## src/design/apt_pkg.sv

```systemverilog
// shared types and constants of the altitude pid thrust controller
package apt_pkg;

    // fixed field widths
    localparam int CFG_BITS     = 31;
    localparam int IN_BITS      = 32;
    localparam int TILT_BITS    = 18;
    localparam int OUT_BITS     = 32;
    localparam int CFG_IDX_BITS = 3;

    // configuration register indexes
    localparam logic [CFG_IDX_BITS-1:0] REG_POS_GAIN      = 3'd0;
    localparam logic [CFG_IDX_BITS-1:0] REG_VEL_GAIN      = 3'd1;
    localparam logic [CFG_IDX_BITS-1:0] REG_INTEGRAL_GAIN = 3'd2;
    localparam logic [CFG_IDX_BITS-1:0] REG_VEHICLE_MASS  = 3'd3;
    localparam logic [CFG_IDX_BITS-1:0] REG_ASCENT_LIMIT  = 3'd4;
    localparam logic [CFG_IDX_BITS-1:0] REG_TIME_STEP     = 3'd5;

    // register reset values
    localparam logic [CFG_BITS-1:0] RST_POS_GAIN      = 31'd0;
    localparam logic [CFG_BITS-1:0] RST_VEL_GAIN      = 31'd0;
    localparam logic [CFG_BITS-1:0] RST_INTEGRAL_GAIN = 31'd0;
    localparam logic [CFG_BITS-1:0] RST_VEHICLE_MASS  = 31'd65536;
    localparam logic [CFG_BITS-1:0] RST_ASCENT_LIMIT  = 31'd6553600;
    localparam logic [CFG_BITS-1:0] RST_TIME_STEP     = 31'd655;

    // sequencer states
    typedef enum logic [3:0] {
        ST_IDLE,
        ST_LIM,
        ST_MUL_P,
        ST_MUL_D,
        ST_MUL_I,
        ST_MUL_G,
        ST_DIV_C,
        ST_MUL_T,
        ST_OUT
    } state_t;

endpackage

```

## src/design/altitude_pid_thrust_top.sv

```systemverilog
// altitude pid thrust controller: sequencer around one shared multiplier and one divider
//
// Takes one word at a time (s_ready is high only while the sequencer is idle) and
// returns one thrust word per input word. All products run on a single 31 x 16 bit
// multiplier, one 16-bit digit per cycle, and both quotients on a shared restoring
// divider that retires two quotient bits per cycle. The tilt division is skipped when
// the tilt cosine is zero. The first item after reset or after a write to ascent_limit
// or time_step also recomputes the climb limit on the divider. A finished result waits
// in an output register, so the next word can be accepted before m_ready comes back.
module altitude_pid_thrust_top import apt_pkg::*; #(
    parameter int FRAC_BITS = 16,
    parameter int WORD_BITS = 32
) (
    input  logic                           aclk,
    input  logic                           aresetn,
    input  logic                           cfg_we,
    input  logic [CFG_IDX_BITS-1:0]        cfg_index,
    input  logic [CFG_BITS-1:0]            cfg_wdata,
    input  logic                           s_valid,
    output logic                           s_ready,
    input  logic signed [IN_BITS-1:0]      s_target_height,
    input  logic signed [IN_BITS-1:0]      s_target_climb,
    input  logic signed [IN_BITS-1:0]      s_height_now,
    input  logic signed [IN_BITS-1:0]      s_climb_now,
    input  logic signed [IN_BITS-1:0]      s_accel_feedforward,
    input  logic signed [TILT_BITS-1:0]    s_tilt_cosine,
    output logic                           m_valid,
    input  logic                           m_ready,
    output logic signed [OUT_BITS-1:0]     m_thrust
);

    localparam int W      = WORD_BITS;
    localparam int F      = FRAC_BITS;
    localparam int MAXW   = (W > CFG_BITS) ? W : CFG_BITS;
    localparam int NW     = MAXW + F;
    localparam int NWP    = ((NW + 1) / 2) * 2;
    localparam int HALF   = NWP / 2;
    localparam int DIG    = 16;
    localparam int ND     = (W + DIG - 1) / DIG;
    localparam int BW     = ND * DIG;
    localparam int PW     = CFG_BITS + BW;
    localparam int SW     = ((PW - F) > NWP) ? (PW - F) : NWP;
    localparam int CNT_MAX = ((HALF > ND) ? HALF : ND) + 1;
    localparam int CW     = $clog2(CNT_MAX + 1);

    localparam logic signed [63:0] WMAX_L = (64'sd1 <<< (W - 1)) - 64'sd1;
    localparam logic signed [63:0] WMIN_L = -WMAX_L - 64'sd1;
    localparam logic signed [63:0] OMAX_L = 64'sd2147483647;
    localparam logic signed [63:0] OMIN_L = -64'sd2147483648;
    localparam logic signed [63:0] GRAV_L = ((64'sd981 <<< F) + 64'sd50) / 64'sd100;
    localparam logic signed [W-1:0] WMAX_W = W'(WMAX_L);
    localparam logic signed [W-1:0] WMIN_W = W'(WMIN_L);
    localparam logic [SW-1:0]       WMAX_M = SW'(WMAX_L);
    localparam logic [SW-1:0]       WMIN_M = WMAX_M + SW'(1);

    function automatic logic signed [W-1:0] sat_w(input logic signed [63:0] v);
        logic signed [W-1:0] r;
        if (v > WMAX_L) begin
            r = WMAX_W;
        end else if (v < WMIN_L) begin
            r = WMIN_W;
        end else begin
            r = W'(v);
        end
        return r;
    endfunction

    function automatic logic signed [OUT_BITS-1:0] sat_out(input logic signed [63:0] v);
        logic signed [OUT_BITS-1:0] r;
        if (v > OMAX_L) begin
            r = OUT_BITS'(OMAX_L);
        end else if (v < OMIN_L) begin
            r = OUT_BITS'(OMIN_L);
        end else begin
            r = OUT_BITS'(v);
        end
        return r;
    endfunction

    // signed result from a magnitude, saturated to the word
    function automatic logic signed [W-1:0] sat_mag(input logic [SW-1:0] m, input logic neg);
        logic signed [W-1:0] r;
        if (neg) begin
            r = (m > WMIN_M) ? WMIN_W : W'(SW'(0) - m);
        end else begin
            r = (m > WMAX_M) ? WMAX_W : W'(m);
        end
        return r;
    endfunction

    function automatic logic [W-1:0] mag_w(input logic signed [W-1:0] x);
        logic [W-1:0] r;
        r = x[W-1] ? (~x + W'(1)) : x;
        return r;
    endfunction

    state_t state_reg, state_next;
    logic [CW-1:0] cnt_reg, cnt_next;

    logic [CFG_BITS-1:0] pos_gain_reg, pos_gain_next;
    logic [CFG_BITS-1:0] vel_gain_reg, vel_gain_next;
    logic [CFG_BITS-1:0] integral_gain_reg, integral_gain_next;
    logic [CFG_BITS-1:0] vehicle_mass_reg, vehicle_mass_next;
    logic [CFG_BITS-1:0] ascent_limit_reg, ascent_limit_next;
    logic [CFG_BITS-1:0] time_step_reg, time_step_next;

    logic                 lim_ok_reg, lim_ok_next;
    logic signed [W-1:0]  lim_reg, lim_next;
    logic signed [W-1:0]  ei_reg, ei_next;
    logic signed [W-1:0]  ep_reg, ep_next;
    logic signed [W-1:0]  ev_reg, ev_next;
    logic signed [W-1:0]  ff_reg, ff_next;
    logic signed [TILT_BITS-1:0] tilt_reg, tilt_next;
    logic signed [W-1:0]  p_reg, p_next;
    logic signed [W-1:0]  d_reg, d_next;
    logic signed [W-1:0]  num_reg, num_next;
    logic signed [W-1:0]  c_reg, c_next;
    logic signed [W-1:0]  fm_reg, fm_next;

    logic [CFG_BITS-1:0]  mul_a_reg, mul_a_next;
    logic [BW-1:0]        mul_b_reg, mul_b_next;
    logic                 mul_neg_reg, mul_neg_next;
    logic [PW-1:0]        acc_reg, acc_next;

    logic [CFG_BITS-1:0]  div_d_reg, div_d_next;
    logic [CFG_BITS-1:0]  rem_reg, rem_next;
    logic [NWP-1:0]       quo_reg, quo_next;
    logic                 div_neg_reg, div_neg_next;

    logic                 m_valid_reg, m_valid_next;
    logic signed [OUT_BITS-1:0] m_thrust_reg, m_thrust_next;

    logic signed [W-1:0]  th_w, tc_w, hn_w, cn_w;
    logic                 accept, out_free;
    logic                 mul_last, div_last, tilt_zero;
    logic [CFG_BITS-1:0]  op_a;
    logic signed [W-1:0]  op_b;
    logic [CFG_BITS+DIG-1:0] pp;
    logic [PW-1:0]        acc_step;
    logic [CFG_BITS-1:0]  rem_step;
    logic [NWP-1:0]       quo_step;
    logic signed [W-1:0]  mul_res, div_res, u_sum, t_w;
    logic [TILT_BITS-1:0] tilt_mag;

    assign s_ready  = (state_reg == ST_IDLE);
    assign accept   = s_valid && s_ready;
    assign out_free = !m_valid_reg || m_ready;
    assign m_valid  = m_valid_reg;
    assign m_thrust = m_thrust_reg;

    assign th_w = sat_w(64'(s_target_height));
    assign tc_w = sat_w(64'(s_target_climb));
    assign hn_w = sat_w(64'(s_height_now));
    assign cn_w = sat_w(64'(s_climb_now));

    assign mul_last  = (cnt_reg == CW'(ND + 1));
    assign div_last  = (cnt_reg == CW'(HALF + 1));
    assign tilt_zero = (tilt_reg == '0);
    assign tilt_mag  = tilt_reg[TILT_BITS-1] ? (~tilt_reg + TILT_BITS'(1)) : tilt_reg;

    // operand select for the shared multiplier
    always_comb begin
        case (state_reg)
            ST_MUL_P: begin
                op_a = pos_gain_reg;
                op_b = ep_reg;
            end
            ST_MUL_D: begin
                op_a = vel_gain_reg;
                op_b = ev_reg;
            end
            ST_MUL_I: begin
                op_a = time_step_reg;
                op_b = ep_reg;
            end
            ST_MUL_G: begin
                op_a = integral_gain_reg;
                op_b = ei_reg;
            end
            ST_MUL_T: begin
                op_a = vehicle_mass_reg;
                op_b = c_reg;
            end
            default: begin
                op_a = '0;
                op_b = '0;
            end
        endcase
    end

    // one digit of the multiplier, most significant first
    always_comb begin
        pp       = mul_a_reg * mul_b_reg[BW-1 -: DIG];
        acc_step = (acc_reg << DIG) + PW'(pp);
    end

    // two restoring division steps
    always_comb begin : div_step
        logic [CFG_BITS:0] r2;
        rem_step = rem_reg;
        quo_step = quo_reg;
        for (int k = 0; k < 2; k++) begin
            r2 = {rem_step, quo_step[NWP-1]};
            if (r2 >= {1'b0, div_d_reg}) begin
                rem_step = CFG_BITS'(r2 - {1'b0, div_d_reg});
                quo_step = {quo_step[NWP-2:0], 1'b1};
            end else begin
                rem_step = r2[CFG_BITS-1:0];
                quo_step = {quo_step[NWP-2:0], 1'b0};
            end
        end
    end

    assign mul_res = sat_mag(SW'(acc_reg >> F), mul_neg_reg);
    assign div_res = sat_mag(SW'(quo_reg), div_neg_reg);
    assign u_sum   = sat_w(64'(p_reg) + 64'(d_reg) + 64'(mul_res) + 64'(ff_reg));
    assign t_w     = sat_w(-64'(fm_reg));

    // next state
    always_comb begin
        state_next = state_reg;
        cnt_next   = '0;
        case (state_reg)
            ST_IDLE: begin
                if (s_valid) begin
                    // a limit register written on this edge forces a fresh limit
                    state_next = lim_ok_next ? ST_MUL_P : ST_LIM;
                end
            end
            ST_LIM: begin
                if (div_last) begin
                    state_next = ST_MUL_P;
                end else begin
                    cnt_next = cnt_reg + CW'(1);
                end
            end
            ST_MUL_P, ST_MUL_D, ST_MUL_I, ST_MUL_G, ST_MUL_T: begin
                if (mul_last) begin
                    case (state_reg)
                        ST_MUL_P: state_next = ST_MUL_D;
                        ST_MUL_D: state_next = ST_MUL_I;
                        ST_MUL_I: state_next = ST_MUL_G;
                        ST_MUL_G: state_next = ST_DIV_C;
                        default:  state_next = ST_OUT;
                    endcase
                end else begin
                    cnt_next = cnt_reg + CW'(1);
                end
            end
            ST_DIV_C: begin
                if ((cnt_reg == '0) && tilt_zero) begin
                    state_next = ST_MUL_T;
                end else if (div_last) begin
                    state_next = ST_MUL_T;
                end else begin
                    cnt_next = cnt_reg + CW'(1);
                end
            end
            ST_OUT: begin
                if (out_free) begin
                    state_next = ST_IDLE;
                end
            end
            default: begin
                state_next = ST_IDLE;
            end
        endcase
    end

    // datapath and outputs
    always_comb begin
        pos_gain_next      = pos_gain_reg;
        vel_gain_next      = vel_gain_reg;
        integral_gain_next = integral_gain_reg;
        vehicle_mass_next  = vehicle_mass_reg;
        ascent_limit_next  = ascent_limit_reg;
        time_step_next     = time_step_reg;
        lim_ok_next        = lim_ok_reg;
        lim_next           = lim_reg;
        ei_next            = ei_reg;
        ep_next            = ep_reg;
        ev_next            = ev_reg;
        ff_next            = ff_reg;
        tilt_next          = tilt_reg;
        p_next             = p_reg;
        d_next             = d_reg;
        num_next           = num_reg;
        c_next             = c_reg;
        fm_next            = fm_reg;
        mul_a_next         = mul_a_reg;
        mul_b_next         = mul_b_reg;
        mul_neg_next       = mul_neg_reg;
        acc_next           = acc_reg;
        div_d_next         = div_d_reg;
        rem_next           = rem_reg;
        quo_next           = quo_reg;
        div_neg_next       = div_neg_reg;
        m_valid_next       = m_valid_reg && !m_ready;
        m_thrust_next      = m_thrust_reg;

        if (cfg_we) begin
            case (cfg_index)
                REG_POS_GAIN:      pos_gain_next = cfg_wdata;
                REG_VEL_GAIN:      vel_gain_next = cfg_wdata;
                REG_INTEGRAL_GAIN: integral_gain_next = cfg_wdata;
                REG_VEHICLE_MASS:  vehicle_mass_next = cfg_wdata;
                REG_ASCENT_LIMIT: begin
                    ascent_limit_next = cfg_wdata;
                    lim_ok_next       = 1'b0;
                end
                REG_TIME_STEP: begin
                    time_step_next = cfg_wdata;
                    lim_ok_next    = 1'b0;
                end
                default: ;
            endcase
        end

        case (state_reg)
            ST_IDLE: begin
                if (accept) begin
                    ep_next   = sat_w(64'(th_w) - 64'(hn_w));
                    ev_next   = sat_w(64'(tc_w) - 64'(cn_w));
                    ff_next   = sat_w(64'(s_accel_feedforward));
                    tilt_next = s_tilt_cosine;
                end
            end
            ST_LIM, ST_DIV_C: begin
                if (cnt_reg == '0) begin
                    rem_next = '0;
                    if (state_reg == ST_LIM) begin
                        quo_next     = NWP'(ascent_limit_reg) << F;
                        div_d_next   = (time_step_reg == '0) ? CFG_BITS'(1) : time_step_reg;
                        div_neg_next = 1'b0;
                    end else begin
                        quo_next     = NWP'(mag_w(num_reg)) << F;
                        div_d_next   = CFG_BITS'(tilt_mag);
                        div_neg_next = num_reg[W-1] ^ tilt_reg[TILT_BITS-1];
                        // vertical tilt: straight to the bound on the side of the numerator
                        if (tilt_zero) begin
                            c_next = num_reg[W-1] ? -lim_reg : lim_reg;
                        end
                    end
                end else if (div_last) begin
                    if (state_reg == ST_LIM) begin
                        lim_next    = div_res;
                        lim_ok_next = 1'b1;
                    end else if (div_res > lim_reg) begin
                        c_next = lim_reg;
                    end else if (div_res < -lim_reg) begin
                        c_next = -lim_reg;
                    end else begin
                        c_next = div_res;
                    end
                end else begin
                    rem_next = rem_step;
                    quo_next = quo_step;
                end
            end
            ST_MUL_P, ST_MUL_D, ST_MUL_I, ST_MUL_G, ST_MUL_T: begin
                if (cnt_reg == '0) begin
                    mul_a_next   = op_a;
                    mul_b_next   = BW'(mag_w(op_b));
                    mul_neg_next = op_b[W-1];
                    acc_next     = '0;
                end else if (mul_last) begin
                    case (state_reg)
                        ST_MUL_P: p_next = mul_res;
                        ST_MUL_D: d_next = mul_res;
                        ST_MUL_I: ei_next = sat_w(64'(ei_reg) + 64'(mul_res));
                        ST_MUL_G: num_next = sat_w(64'(u_sum) - GRAV_L);
                        default:  fm_next = mul_res;
                    endcase
                end else begin
                    acc_next   = acc_step;
                    mul_b_next = mul_b_reg << DIG;
                end
            end
            ST_OUT: begin
                if (out_free) begin
                    m_valid_next  = 1'b1;
                    m_thrust_next = sat_out(64'(t_w));
                end
            end
            default: ;
        endcase
    end

    always_ff @(posedge aclk) begin
        if (!aresetn) begin
            state_reg         <= ST_IDLE;
            cnt_reg           <= '0;
            pos_gain_reg      <= RST_POS_GAIN;
            vel_gain_reg      <= RST_VEL_GAIN;
            integral_gain_reg <= RST_INTEGRAL_GAIN;
            vehicle_mass_reg  <= RST_VEHICLE_MASS;
            ascent_limit_reg  <= RST_ASCENT_LIMIT;
            time_step_reg     <= RST_TIME_STEP;
            lim_ok_reg        <= 1'b0;
            ei_reg            <= '0;
            m_valid_reg       <= 1'b0;
        end else begin
            state_reg         <= state_next;
            cnt_reg           <= cnt_next;
            pos_gain_reg      <= pos_gain_next;
            vel_gain_reg      <= vel_gain_next;
            integral_gain_reg <= integral_gain_next;
            vehicle_mass_reg  <= vehicle_mass_next;
            ascent_limit_reg  <= ascent_limit_next;
            time_step_reg     <= time_step_next;
            lim_ok_reg        <= lim_ok_next;
            ei_reg            <= ei_next;
            m_valid_reg       <= m_valid_next;
        end
    end

    always_ff @(posedge aclk) begin
        lim_reg      <= lim_next;
        ep_reg       <= ep_next;
        ev_reg       <= ev_next;
        ff_reg       <= ff_next;
        tilt_reg     <= tilt_next;
        p_reg        <= p_next;
        d_reg        <= d_next;
        num_reg      <= num_next;
        c_reg        <= c_next;
        fm_reg       <= fm_next;
        mul_a_reg    <= mul_a_next;
        mul_b_reg    <= mul_b_next;
        mul_neg_reg  <= mul_neg_next;
        acc_reg      <= acc_next;
        div_d_reg    <= div_d_next;
        rem_reg      <= rem_next;
        quo_reg      <= quo_next;
        div_neg_reg  <= div_neg_next;
        m_thrust_reg <= m_thrust_next;
    end

endmodule
```

## config.mk

```make
export PLATFORM = sky130hd
export DESIGN_NAME = altitude_pid_thrust_top
export DESIGN_NICKNAME = d
export VERILOG_FILES = /design/src/design/apt_pkg.sv /design/src/design/altitude_pid_thrust_top.sv
export SDC_FILE = /design/constraint.sdc
export NUM_CORES = 2
export LEC_CHECK = 0
export ABC_AREA = 1
export BUFFER_PORTS_ARGS = -buffer_cell sky130_fd_sc_hd__buf_2
export CORE_ASPECT_RATIO = 2
export CORE_MARGIN = 2
export CORE_UTILIZATION = 45
export DETAILED_ROUTE_END_ITERATION = 10
export MAX_ROUTING_LAYER = met4
export RECOVER_POWER = 100
export SLEW_MARGIN = 20
export SYNTH_ARGS = -nofsm -noshare
export SYNTH_HDL_FRONTEND = slang
export SYNTH_SLANG_ARGS = --single-unit
```

## constraint.sdc

```tcl
create_clock -name aclk -period 18 [get_ports aclk]
set_input_delay 0.9 -clock aclk [delete_from_list [all_inputs] [get_ports aclk]]
set_output_delay 0.9 -clock aclk [all_outputs]
set_load 0.01 [all_outputs]
```

==> results.yml <==
placement:
  gp_congestion: 1.010
  dpl-instance-area_mm2: 0.07200
  port_buffers: 250
  dp_hpwl_mm: 194.8
clocking:
  clk_pin_slew_ns: 0.07
  clockRootBuffer: "clkbuf_16"
  post_cts_buffers: 0
  clk_latency_ns: 0.69
  cts_resized: 0
  tritoncts: "done"
  clockBufferDepth: 3
  cts_sinks: 805
  cts_max_level: 3
  cts_hold_buf: 0
  cts_inserted_buffers: 75
logic_synthesis:
  avgSynthCellArea_um2: 7.894
  ys.flop_type: "edfxtp_1"
  async_flop_share: 0
  synth_most_common_cell: "nand2_1"
  synth_top_area_share: 0.2502
  ys_types: 69
  synthTopCellsByCount: "nand2_1 (1,859), inv_1 (1,539), nor2_1 (744), o21ai_0 (676), edfxtp_1 (576)"
  syn_area_mm2: 0.06913
  synth_edf_count: 576
  syn-num-nets: 9882
  yosys_register_bits: 805
  ys_seq_area_frac: 0.3165
  yosys.area.top_type: "edfxtp_1"
  syn_inst: 8757
  ys_warn_count: 0
  synthTopCellsByArea: "edfxtp_1 (25%), fa_1 (15%), nand2_1 (10%)"
drt:
  drt_pass1_iterations: 6
  drcViolationCount: 0
  ant_nets: 0
  detail_route.wirelength_mm: 246.0
  vias: 59490
  wl_per_cell_um: 22.63
  viasPerCell: 5.472
  drt_first_iter_violations: 4396
die:
  die_width_um: 281.1
  start_util: 0.4528
  die_area_mm2: 0.1570
  floorplan.io_pins: 251
  row_count: 203
  die_y_um: 558.3
  core_area_mm2: 0.1527
setup_path:
  cp-startpoint: "acc_reg[16]$_SDFFCE_PP0P_"
  crit_top_cell: "nand2_1"
  critPathLaunchType: "register"
  worstReg2RegStart: "acc_reg[16]$_SDFFCE_PP0P_"
  critPathKind: "register to register"
  crit_buf_inv: 7
  critPathMaxFanout: 39
  crit_family: "simple AND/OR/NAND/NOR gates"
  critPathArrivalTime_ns: 11.08
  crit_path_top_delay_cell: "nand2_1"
  max_stage_delay_ns: 1.19
  cp-end-kind: "register"
  worstPathRequired_ns: 18.41
global_route:
  grt_overflow_total: 0
  antenna_found_initial: 19
  grt_pass1_vias: 60494
  grt_util_all_layers: 0.3229
  grt_pass1_wl_mm: 366.8
  grt_max_degree: 118
sta:
  fin_crit_sh: 0.5927
  period_needed_ns: 10.67
  max_slew_margin: -1.974
  rsz0062_at_grt: "false"
  max_freq_ghz: 0.09374
  hold_violations: 0
  tightest_slew_ns: 4.461
  fin_setup_tns_ns: 0
  setup_viol: 0
  clock_skew_ns: 0.03695
  drv_slew: 1304
final_layout:
  layout-drive-gt1-share: 0.05383
  stdcell_area_mm2: 0.07424
  largest_reg_flops: 63
  fin_nets: 9870
  area_growth_pct: 7.398
  n_fill_cell: 15061
worst_hold_path:
  hold_path.startpoint: "s_tilt_cosine[15]"
  hold_path.class: "primary input to register"
run:
  max_cap_viol_count: 30
outcome:
  violations: "capacitance limit, slew limit"
  status: "finished with violations"
layer usage:
layer,share of wire,global-route usage,wire [µm]
met1,0.33,0.3118,81660
met2,0.52,0.5712,127000
met3,0.047,0.03588,11570
met4,0.10,0.2781,25800
met5,0,-,0
final timing paths:
kind	to	slack [ns]	cells past startpoint
worst max-delay path	num_reg[5]$_SDFFCE_PN1P_	7.33	42
worst min-delay path	tilt_reg[15]$_DFFE_PP_	0.39	1
worst max register to register	num_reg[5]$_SDFFCE_PN1P_	7.33	42
worst min register to register	vehicle_mass_reg[28]$_SDFFE_PN0P_	0.45	2
cells in the final DEF, fill, tap and decap left out, types with 18 or more instances in the layout:
master,instances
clkbuf_16,79
o21bai_1,23
nand3_1,229
o221ai_1,18
nor2_1,731
xor2_1,198
nor4_1,54
dfxtp_1,229
ha_1,403
nand2_1,1864
xnor2_1,84
buf_2,210
a31oi_1,47
clkbuf_1,89
fa_1,505
or2_2,24
o21ai_0,688
nor3_1,97
buf_4,47
o21a_1,37
nand2_2,21
inv_1,1541
nand4_1,94
clkinv_1,25
a21oi_1,552
o211ai_1,63
edfxtp_1,576
a221oi_1,60
cell type report:
| class | count | area, µm² | area share |
|---|---|---|---|
| Antenna cell | 17 | 42.54 | 0.0005730 |
| Tap cell | 2050 | 2565 | 0.03455 |
| Clock inverter | 38 | 431.7 | 0.005814 |
| Multi-Input combinational cell | 5961 | 39630 | 0.5338 |
| Clock buffer | 99 | 2092 | 0.02818 |
| Sequential cell | 805 | 21880 | 0.2947 |
| Timing Repair Buffer | 331 | 1698 | 0.02287 |
| Inverter | 1571 | 5901 | 0.07948 |
logic make-up (layout without fill, tap and decap cells):
logic type                 after synthesis  after routing  share of synthesized area
DFF                                    805            805                     0.3165
buffers and inverters                 1991           2039                     0.1101
AOI/OAI and AO/OA                     1592           1592                     0.1291
other                                    0             17                          0
adders and majority gates              908            908                     0.2192
xor gates and xnor gates               282            282                    0.03573
and+or+nand+nor                       3179           3179                     0.1893
metrics by stage:
step | std cells | hold WS [ns] | worst slack (ns) | util
after floorplan | 8757 | 0.4236 | 11.45 | -
after global placement | 10718 | 0.4341 | 9.673 | 0.4716
after detailed placement | 10718 | 0.4431 | 9.496 | 0.4716
after CTS | 10855 | 0.3400 | 9.471 | 0.4882
after global routing | 10869 | 0.3523 | 6.276 | 0.4863
final | 10872 | 0.3891 | 7.332 | 0.4863
worst register-to-register path: cells and delay by family, from the launching register on:
| family | cells | cell delay (ns) |
|---|---|---|
| AOI/OAI and AO/OA | 4 | 1.42 |
| adders and majority gates | 3 | 1.14 |
| buffers and inverters | 7 | 1.12 |
| DFF | 1 | 0.45 |
| and+or+nand+nor | 28 | 6.29 |
Power is left out: the tool's default activity adds up to more than one toggle a clock period on the data nets, which glitch-free logic cannot reach.
